File: config.mk
export PLATFORM = sky130hd
export DESIGN_NAME = delayed_message_time_queue_flat
export DESIGN_NICKNAME = d
export VERILOG_FILES = /design/src/rtl/dmtq_pkg.sv /design/src/rtl/dmtq_if.sv /design/src/rtl/dmtq_store.sv /design/src/rtl/delayed_message_time_queue.sv /design/src/flat_wrapper.sv
export SDC_FILE = /design/constraint.sdc
export NUM_CORES = 2
export LEC_CHECK = 0
export BUFFER_PORTS_ARGS = -buffer_cell sky130_fd_sc_hd__buf_2
export CAP_MARGIN = 40
export CORE_MARGIN = 2
export CORE_UTILIZATION = 25
export DETAILED_ROUTE_END_ITERATION = 12
export PLACE_DENSITY = 0.49
export SETUP_SLACK_MARGIN = 0.1
export SLEW_MARGIN = 20
export SYNTH_ARGS = -nofsm -noshare
export SYNTH_HDL_FRONTEND = slang
export SYNTH_SLANG_ARGS = --single-unit
File: constraint.sdc
create_clock -name clk_i -period 7.6 [get_ports clk_i]
set_clock_uncertainty 0.15 [all_clocks]
set_input_delay 1.52 -clock clk_i [delete_from_list [all_inputs] [get_ports clk_i]]
set_output_delay 1.52 -clock clk_i [all_outputs]
set_load 0.02 [all_outputs]
File: src/rtl/dmtq_pkg.sv
// ----------------------------------------------------------------------------
// dmtq_pkg: shared types and constants of the delayed message time queue
// Entry layout, channel words and mode codes.
// ----------------------------------------------------------------------------
`timescale 1ns / 1ps

package dmtq_pkg;

  localparam int unsigned DEPTH     = 16;
  localparam int unsigned TIME_BITS = 48;
  localparam int unsigned DELAY_W   = 24;
  localparam int unsigned IDX_W     = $clog2(DEPTH);
  localparam int unsigned CNT_W     = $clog2(DEPTH + 1);
  localparam int unsigned SUM_W     = ((TIME_BITS > DELAY_W) ? TIME_BITS : DELAY_W) + 1;

  typedef enum logic [2:0] {
    MODE_DELAYED  = 3'd0,
    MODE_FRONT    = 3'd1,
    MODE_RM_CODE  = 3'd2,
    MODE_RM_CB    = 3'd3,
    MODE_QUERY    = 3'd4,
    MODE_TICK     = 3'd5,
    MODE_STOP     = 3'd6,
    MODE_NONE     = 3'd7
  } mode_e;

  typedef enum logic [1:0] {
    ST_OK      = 2'd0,
    ST_STOPPED = 2'd1,
    ST_FULL    = 2'd2
  } status_e;

  typedef struct packed {
    logic [TIME_BITS-1:0] due;
    logic signed [31:0]   code;
    logic [7:0]           cb;
  } entry_t;

  typedef struct packed {
    logic [2:0]         mode;
    logic signed [31:0] msg_code;
    logic [7:0]         callback_id;
    logic [DELAY_W-1:0] delay_ms;
  } in_word_t;

  typedef struct packed {
    logic [1:0]         status;
    logic               found;
    logic [CNT_W-1:0]   pending_count;
    logic               dispatch_valid;
    logic signed [31:0] out_code;
    logic [7:0]         out_callback;
    logic               last;
  } out_word_t;

endpackage

File: src/rtl/dmtq_if.sv
// ----------------------------------------------------------------------------
// dmtq_in_if / dmtq_out_if: valid/ready channels of the queue
// One word moves when valid and ready are both high.
// ----------------------------------------------------------------------------
`timescale 1ns / 1ps

interface dmtq_in_if;
  import dmtq_pkg::*;
  logic     valid;
  logic     ready;
  in_word_t data;
  modport source (output valid, output data, input ready);
  modport sink   (input valid, input data, output ready);
endinterface

interface dmtq_out_if;
  import dmtq_pkg::*;
  logic      valid;
  logic      ready;
  out_word_t data;
  modport source (output valid, output data, input ready);
  modport sink   (input valid, input data, output ready);
endinterface

File: src/rtl/dmtq_store.sv
// ----------------------------------------------------------------------------
// dmtq_store: generic RAM
// One write port and one read port with registered read data.
// ----------------------------------------------------------------------------
`timescale 1ns / 1ps

module dmtq_store #(
  parameter int unsigned WIDTH = 8,
  parameter int unsigned DEPTH = 16
) (
  input  logic                     clk_i,
  input  logic                     we_i,
  input  logic [$clog2(DEPTH)-1:0] waddr_i,
  input  logic [WIDTH-1:0]         wdata_i,
  input  logic [$clog2(DEPTH)-1:0] raddr_i,
  output logic [WIDTH-1:0]         rdata_o
);

  logic [WIDTH-1:0] mem_q [DEPTH];
  logic [WIDTH-1:0] rdata_q;

  always_ff @(posedge clk_i) begin
    if (we_i) begin
      mem_q[waddr_i] <= wdata_i;
    end
    rdata_q <= mem_q[raddr_i];
  end

  assign rdata_o = rdata_q;

endmodule

File: src/rtl/delayed_message_time_queue.sv
// ----------------------------------------------------------------------------
// delayed_message_time_queue: sorted timer event queue
// Up to DEPTH messages kept in due-time order, advanced by tick words.
//
// Channels: in_i takes one command word (mode, msg_code, callback_id,
// delay_ms); out_o returns result words, each marked last on the final one.
// A tick returns one word per released message, or a single word if none.
// Every word carries the count left after the whole command.
// A sequencer walks the entries one per cycle, holding while a tick's
// release word waits for the receiver; the entry RAM reads one step ahead
// of the walk. in_i.ready is high only while the sequencer is idle, so a
// new command is taken only once the sequencer has finished the last one.
// The result word sits in an output register; while the receiver stalls,
// the sequencer holds before producing the next word.
// Reset empties the queue, clears the clock to zero and sets it running.
// ----------------------------------------------------------------------------
`timescale 1ns / 1ps

module delayed_message_time_queue
  import dmtq_pkg::*;
(
  input  logic      clk_i,
  input  logic      rst_ni,
  dmtq_in_if.sink   in_i,
  dmtq_out_if.source out_o
);

  typedef enum logic [2:0] {
    S_IDLE, S_INS, S_WALK, S_TCNT, S_TEMIT, S_TSHIFT, S_RESP
  } state_e;

  localparam logic [TIME_BITS-1:0] TIME_MAX = '1;

  state_e               state_q;
  logic [2:0]           mode_q;
  logic signed [31:0]   code_q;
  logic [7:0]           cb_q;
  logic [TIME_BITS-1:0] due_q;
  logic [TIME_BITS-1:0] now_q;
  logic                 running_q;
  logic [CNT_W-1:0]     count_q;
  logic [CNT_W-1:0]     ptr_q;
  logic [CNT_W-1:0]     wptr_q;
  logic [CNT_W-1:0]     ndue_q;
  logic [1:0]           status_q;
  logic                 found_q;
  logic                 ovalid_q;
  out_word_t            oword_q;

  logic                 ram_we;
  logic [IDX_W-1:0]     ram_waddr;
  entry_t               ram_wdata;
  logic [IDX_W-1:0]     ram_raddr;
  entry_t               rdata;
  logic                 slot_free;
  logic                 oword_load;
  logic                 is_ins;
  logic                 ins_stop;
  logic                 tcnt_more;
  logic [SUM_W-1:0]     due_sum;
  logic [TIME_BITS-1:0] due_sat;
  logic [TIME_BITS:0]   now_sum;
  logic [TIME_BITS-1:0] now_inc;
  logic                 walk_hit;
  logic [CNT_W-1:0]     ptr_m1;
  logic [CNT_W-1:0]     ptr_m2;
  logic [CNT_W-1:0]     ptr_p1;
  logic [CNT_W-1:0]     cnt_m1;

  dmtq_store #(
    .WIDTH ($bits(entry_t)),
    .DEPTH (DEPTH)
  ) u_store (
    .clk_i   (clk_i),
    .we_i    (ram_we),
    .waddr_i (ram_waddr),
    .wdata_i (ram_wdata),
    .raddr_i (ram_raddr),
    .rdata_o (rdata)
  );

  assign slot_free = !ovalid_q || out_o.ready;
  assign oword_load = slot_free && (state_q == S_TEMIT || state_q == S_RESP);
  assign in_i.ready = (state_q == S_IDLE);
  assign out_o.valid = ovalid_q;
  assign out_o.data  = oword_q;

  assign is_ins  = (in_i.data.mode == MODE_DELAYED) || (in_i.data.mode == MODE_FRONT);
  assign due_sum = SUM_W'(now_q) + SUM_W'(in_i.data.delay_ms);
  assign due_sat = (due_sum > SUM_W'(TIME_MAX)) ? TIME_MAX : due_sum[TIME_BITS-1:0];
  assign now_sum = {1'b0, now_q} + {{TIME_BITS{1'b0}}, 1'b1};
  assign now_inc = now_sum[TIME_BITS] ? TIME_MAX : now_sum[TIME_BITS-1:0];
  assign ptr_m1  = ptr_q - CNT_W'(1);
  assign ptr_m2  = ptr_q - CNT_W'(2);
  assign ptr_p1  = ptr_q + CNT_W'(1);
  assign cnt_m1  = count_q - CNT_W'(1);

  assign ins_stop  = (ptr_q == '0) || (mode_q == MODE_DELAYED && rdata.due <= due_q);
  assign tcnt_more = (ptr_q < count_q) && (rdata.due <= now_q);
  assign walk_hit  = (mode_q == MODE_RM_CB) ? (rdata.cb == cb_q) : (rdata.code == code_q);

  // read address runs one entry ahead of the walk
  always_comb begin
    ram_we    = 1'b0;
    ram_waddr = ptr_q[IDX_W-1:0];
    ram_wdata = '{due: due_q, code: code_q, cb: cb_q};
    ram_raddr = ptr_p1[IDX_W-1:0];
    unique case (state_q)
      S_IDLE: begin
        ram_raddr = is_ins ? cnt_m1[IDX_W-1:0] : '0;
      end
      S_INS: begin
        ram_raddr = ptr_m2[IDX_W-1:0];
        ram_we    = 1'b1;
        if (!ins_stop) begin
          ram_wdata = rdata;
        end
      end
      S_WALK: begin
        ram_waddr = wptr_q[IDX_W-1:0];
        ram_wdata = rdata;
        ram_we    = (ptr_q < count_q) && !walk_hit && (mode_q != MODE_QUERY);
      end
      S_TCNT: begin
        ram_raddr = tcnt_more ? ptr_p1[IDX_W-1:0] : '0;
      end
      S_TEMIT: begin
        ram_raddr = slot_free ? ptr_p1[IDX_W-1:0] : ptr_q[IDX_W-1:0];
      end
      S_TSHIFT: begin
        ram_waddr = wptr_q[IDX_W-1:0];
        ram_wdata = rdata;
        ram_we    = (ptr_q < count_q);
      end
      default: ;
    endcase
  end

  always_ff @(posedge clk_i or negedge rst_ni) begin
    if (!rst_ni) begin
      state_q   <= S_IDLE;
      now_q     <= '0;
      running_q <= 1'b1;
      count_q   <= '0;
      ovalid_q  <= 1'b0;
      oword_q   <= '0;
      mode_q    <= '0;
      code_q    <= '0;
      cb_q      <= '0;
      due_q     <= '0;
      ptr_q     <= '0;
      wptr_q    <= '0;
      ndue_q    <= '0;
      status_q  <= ST_OK;
      found_q   <= 1'b0;
    end else begin
      ovalid_q <= oword_load || (ovalid_q && !out_o.ready);
      unique case (state_q)
        S_IDLE: begin
          if (in_i.valid) begin
            mode_q   <= in_i.data.mode;
            code_q   <= in_i.data.msg_code;
            cb_q     <= in_i.data.callback_id;
            found_q  <= 1'b0;
            wptr_q   <= '0;
            due_q    <= (in_i.data.mode == MODE_DELAYED) ? due_sat : now_q;
            ptr_q    <= is_ins ? count_q : '0;
            unique case (mode_e'(in_i.data.mode))
              MODE_DELAYED, MODE_FRONT: begin
                if (in_i.data.mode == MODE_DELAYED && !running_q) begin
                  status_q <= ST_STOPPED;
                  state_q  <= S_RESP;
                end else if (count_q >= CNT_W'(DEPTH)) begin
                  status_q <= ST_FULL;
                  state_q  <= S_RESP;
                end else begin
                  status_q <= ST_OK;
                  state_q  <= S_INS;
                end
              end
              MODE_RM_CODE, MODE_RM_CB, MODE_QUERY: begin
                status_q <= ST_OK;
                state_q  <= S_WALK;
              end
              MODE_TICK: begin
                status_q <= ST_OK;
                now_q    <= now_inc;
                state_q  <= (running_q && count_q != '0) ? S_TCNT : S_RESP;
              end
              MODE_STOP: begin
                status_q  <= ST_OK;
                running_q <= 1'b0;
                state_q   <= S_RESP;
              end
              default: begin
                status_q <= ST_OK;
                state_q  <= S_RESP;
              end
            endcase
          end
        end
        S_INS: begin
          if (ins_stop) begin
            count_q <= count_q + CNT_W'(1);
            state_q <= S_RESP;
          end else begin
            ptr_q <= ptr_m1;
          end
        end
        S_WALK: begin
          if (ptr_q < count_q) begin
            ptr_q <= ptr_p1;
            if (walk_hit) begin
              if (mode_q == MODE_QUERY) found_q <= 1'b1;
            end else begin
              wptr_q <= wptr_q + CNT_W'(1);
            end
          end else begin
            if (mode_q != MODE_QUERY) count_q <= wptr_q;
            state_q <= S_RESP;
          end
        end
        S_TCNT: begin
          if (tcnt_more) begin
            ptr_q <= ptr_p1;
          end else begin
            ndue_q <= ptr_q;
            wptr_q <= '0;
            ptr_q  <= '0;
            state_q <= (ptr_q == '0) ? S_RESP : S_TEMIT;
          end
        end
        S_TEMIT: begin
          if (slot_free) begin
            oword_q  <= '{status: ST_OK, found: 1'b0,
                          pending_count: count_q - ndue_q, dispatch_valid: 1'b1,
                          out_code: rdata.code, out_callback: rdata.cb,
                          last: (ptr_q == ndue_q - CNT_W'(1))};
            ptr_q <= ptr_p1;
            if (ptr_q == ndue_q - CNT_W'(1)) state_q <= S_TSHIFT;
          end
        end
        S_TSHIFT: begin
          if (ptr_q < count_q) begin
            ptr_q  <= ptr_p1;
            wptr_q <= wptr_q + CNT_W'(1);
          end else begin
            count_q <= count_q - ndue_q;
            state_q <= S_IDLE;
          end
        end
        S_RESP: begin
          if (slot_free) begin
            oword_q  <= '{status: status_q, found: found_q, pending_count: count_q,
                          dispatch_valid: 1'b0, out_code: '0, out_callback: '0,
                          last: 1'b1};
            state_q  <= S_IDLE;
          end
        end
        default: state_q <= S_IDLE;
      endcase
    end
  end

endmodule

File: src/flat_wrapper.sv
// flat-port wrapper written by rule: the top's interface ports become plain ports
module delayed_message_time_queue_flat import dmtq_pkg::*;
  (clk_i, rst_ni, in_i_valid, in_i_data, in_i_ready, out_o_valid, out_o_data, out_o_ready);
  dmtq_in_if in_i_i ();
  dmtq_out_if out_o_i ();
  input  logic clk_i;
  input  logic rst_ni;
  input wire logic [$bits(in_i_i.valid)-1:0] in_i_valid;
  input wire logic [$bits(in_i_i.data)-1:0] in_i_data;
  output wire logic [$bits(in_i_i.ready)-1:0] in_i_ready;
  output wire logic [$bits(out_o_i.valid)-1:0] out_o_valid;
  output wire logic [$bits(out_o_i.data)-1:0] out_o_data;
  input wire logic [$bits(out_o_i.ready)-1:0] out_o_ready;
  assign in_i_i.valid = in_i_valid;
  assign in_i_i.data = in_i_data;
  assign in_i_ready = in_i_i.ready;
  assign out_o_valid = out_o_i.valid;
  assign out_o_data = out_o_i.data;
  assign out_o_i.ready = out_o_ready;
  delayed_message_time_queue u_core (.clk_i(clk_i), .rst_ni(rst_ni), .in_i(in_i_i), .out_o(out_o_i));
endmodule
==> results.yml <==
synthesis:
  synth_cell_types: 75
  synth_edf_count: 1408
  synth.most_common_cell: "edfxtp_1"
  syn-cell-area_mm2: 0.0714
  ys_seq_elements: 1713
  yosys_warnings: 0
  synth_area_leaders: "edfxtp_1 (59%), dfrtp_1 (7.6%), mux2i_1 (5.0%), a221oi_1 (4.4%), nand2_1 (3.3%)"
  async_flop_share_pct: 12.7
  synthFlopType: "edfxtp_1"
  seq_area_frac_synth_pct: 69.3
  avgSynthCellArea_um2: 14.0
  synthTopCellsByCount: "edfxtp_1 (1408), nand2_1 (633), a21oi_1 (458)"
  syn_inst: 5091
  syn_nets: 5302
  synth_top_area_share_pct: 59.2
  yosys.area.top_type: "edfxtp_1"
power:
  internal-power_w: 0.0237
  p_sw_w: 0.0156
  p_leak_nw: 29.8
  power_frac_comb_pct: 42.1
  switching_share_pct: 39.7
  power_density_mw_per_mm2: 472
  irDropWorstVdd_v: 0.000450
  p_total_w: 0.0393
  seqPwrFrac_pct: 36.5
  clockPowerShare_pct: 21.4
grt:
  antenna_found_initial: 10
  grt_util_all_layers_pct: 14.3
  grt_pass1_vias: 43600
  grt-ovfl-total: 0
  grt_max_degree: 150
  grt_first_pass_wirelength_um: 309000
critical_path:
  cp_top_family: "compound AO/OA/AOI/OAI gates"
  max_stage_delay_ns: 0.76
  crit_arrival_ns: 6.12
  endpoint_kind: "flop"
  cp.required_ns: 8.12
  crit_buf_inv: 2
  cpMaxStageDelayCell: "a221o_4"
  worstPathCellList: "inv_1 > ha_1 > a21oi_1 > o21a_1 > o21ai_1 > a211o_1 > o21ai_0 > o21bai_4 > o21ai_2 > a221o_4 > buf_12 > a221oi_1 > or4_1"
  critPathMaxFanout: 141
  critPathKind: "reg2reg"
  startpoint_type: "flop"
timing:
  setup_tns_ns: 0
  period_share_pct: 73.6
  setup_viol: 0
  rsz0062_at_grt: "false"
  max_slew_margin_pct: 20.4
  slew_violations: 0
  post-route-min-period_ns: 5.59
  worst_slack_ns: 2.01
  max_freq_mhz: 179
  hold_violations: 0
  worst-slew-pin-transition_ns: 1.19
route:
  drtIter0Drc: 4200
  vias: 44400
  routed_wl_um: 214000
  ant_nets: 0
  dr.pass1.iters: 6
  drc: 0
  routed_via_density: 4.86
  wl_per_cell_um: 23.4
placement:
  pre_cts_slack_ns: 2.01
  portBuffers: 122
  place_congestion: 0.839
  hpwlAfterDp_um: 121000
  placedCellCount: 8815
cells_and_area:
  syn_to_final_growth_pct: 16.5
  drive_gt1_share_pct: 12.2
  final_nets: 5445
  utilization_pct: 29.2
  stdcell_count: 9139
clocking:
  cts.repair.resized: 0
  clk_latency_ns: 0.83
  cts.path.max_buffers: 4
  cts_tree: "done"
  clock-sinks: 1713
  numCtsBuffers: 176
  clk_pin_slew_ns: 0.06
  cts_hold_buf: 0
  cts_root_buf: "clkbuf_16"
  postCtsSetupBuffers: 0
  cts_max_level: 4
floorplanning:
  die_w_um: 539
  core_mm2: 0.285
  die_area_mm2: 0.290
  rows: 196
  start_util_pct: 25.1
  dieHeight_um: 539
  io_pins: 123
hold_path:
  worst_hold_path_type: "reg2reg"
status:
  status: "finished clean"
flow_run:
  cap_violations: 0
==> final cells by class <==
cell class | instances | area, um2
Tap cell | 3762 | 4710
Fill cell | 28500 | 201000
Multi-Input combinational cell | 2935 | 20300
Timing Repair Buffer | 279 | 2790
Sequential cell | 1713 | 49500
Antenna cell | 5 | 12.5
Clock inverter | 73 | 591
Clock buffer | 243 | 4890
Inverter | 129 | 484
==> worst reg2reg max path, stage by stage, from the launching register on <==
cell and delay (ns):
dfrtp_1 0.54, inv_1 0.18, ha_1 0.33, a21oi_1 0.13
o21a_1 0.14, o21ai_1 0.10, a211o_1 0.43, o21ai_0 0.69
o21bai_4 0.17, o21ai_2 0.24, a221o_4 0.76, buf_12 0.45
a221oi_1 0.56, or4_1 0.61
==> flip-flops by register name (all words and copies together), names as in the netlist, 5 cells and up <==
register / count
u_core.ndue_q: 5
u_core.cb_q: 8
u_core.u_store.mem_q: 1408
u_core.count_q: 5
u_core.u_store.rdata_o: 88
u_core.now_q: 48
u_core.out_o.data: 50
u_core.due_q: 48
u_core.ptr_q: 5
u_core.code_q: 32
u_core.wptr_q: 5
==> power by group through the flow <==
stage / Clock [W] / Sequential [W] / Combinational [W]
finish: 0.00841 / 0.0143 / 0.0165
global placement: 0 / 0.0145 / 0.0162
detailed placement: 0 / 0.0145 / 0.0166
CTS: 0.00862 / 0.0143 / 0.0166
global route: 0.00898 / 0.0144 / 0.0180
floorplan: 0 / 0.0141 / 0.0108
==> per-stage QoR <==
stage          area [um2]  hold slack (ns)
3_5_place_dp        77700            0.325
4_1_cts             83200            0.339
2_1_floorplan       71400            0.299
3_3_place_gp        77400            0.319
6_report            83200            0.327
5_1_grt             83200            0.368
==> kinds of logic after synthesis <==
kind of cell | share of synthesized area (%)
buffers and inverters | 2.64
XOR/XNOR | 1.36
AO/OA/AOI/OAI | 10.9
AND/OR/NAND/NOR | 6.83
flip-flops | 69.3
adder cells (fa/ha/maj) | 2.47
multiplexers | 6.50
==> placed cells by master (no fill, tap or decap), types with 13 or more instances in the layout <==
cell	instances
nand3_1	66
o22ai_1	20
o211ai_1	17
o21a_1	14
clkbuf_8	13
a22o_1	45
or4_1	89
edfxtp_1	1408
dfrtp_1	216
and3_1	26
clkbuf_16	181
nand4_1	36
mux2_2	92
nand2_1	631
buf_4	79
a31oi_1	19
nor2_1	89
clkinv_2	32
a21oi_1	458
nor2_4	17
clkbuf_1	49
xnor2_1	85
buf_12	66
nor4_1	17
inv_1	127
xor2_1	26
o21ai_0	101
ha_1	138
clkinv_1	24
a221oi_1	360
mux2i_1	360
nor3_1	53
buf_2	123
dfxtp_1	88
a21o_1	41
==> path summary, 6_finish.rpt <==
kind / startpoint / end / slack, ns / cells past startpoint
max: u_core.now_q[33] / u_core.u_store.rdata_o[73] / 2.01 / 13
min: u_core.out_o.data[45] / u_core.out_o.data[45] / 0.33 / 2
max reg2reg: u_core.now_q[33] / u_core.u_store.rdata_o[73] / 2.01 / 13
min reg2reg: u_core.out_o.data[45] / u_core.out_o.data[45] / 0.33 / 2
max in group asynchronous: rst_ni / u_core.out_o.data[8] / 5.55 / 2
min in group asynchronous: rst_ni / u_core.out_o.data[43] / 0.53 / 1
==> layer usage <==
metal	part of all wire [%]	routed length, um	vias to the layer above	global-route usage [%]
met5	0.0033	7	-	0
met4	2.1	4410	2	3.23
met3	6.3	13400	281	2.30
met2	45	95900	1458	22.2
met1	47	99800	22700	20.7
li1	-	-	20000	-
(Power assumes the default switching activity.)
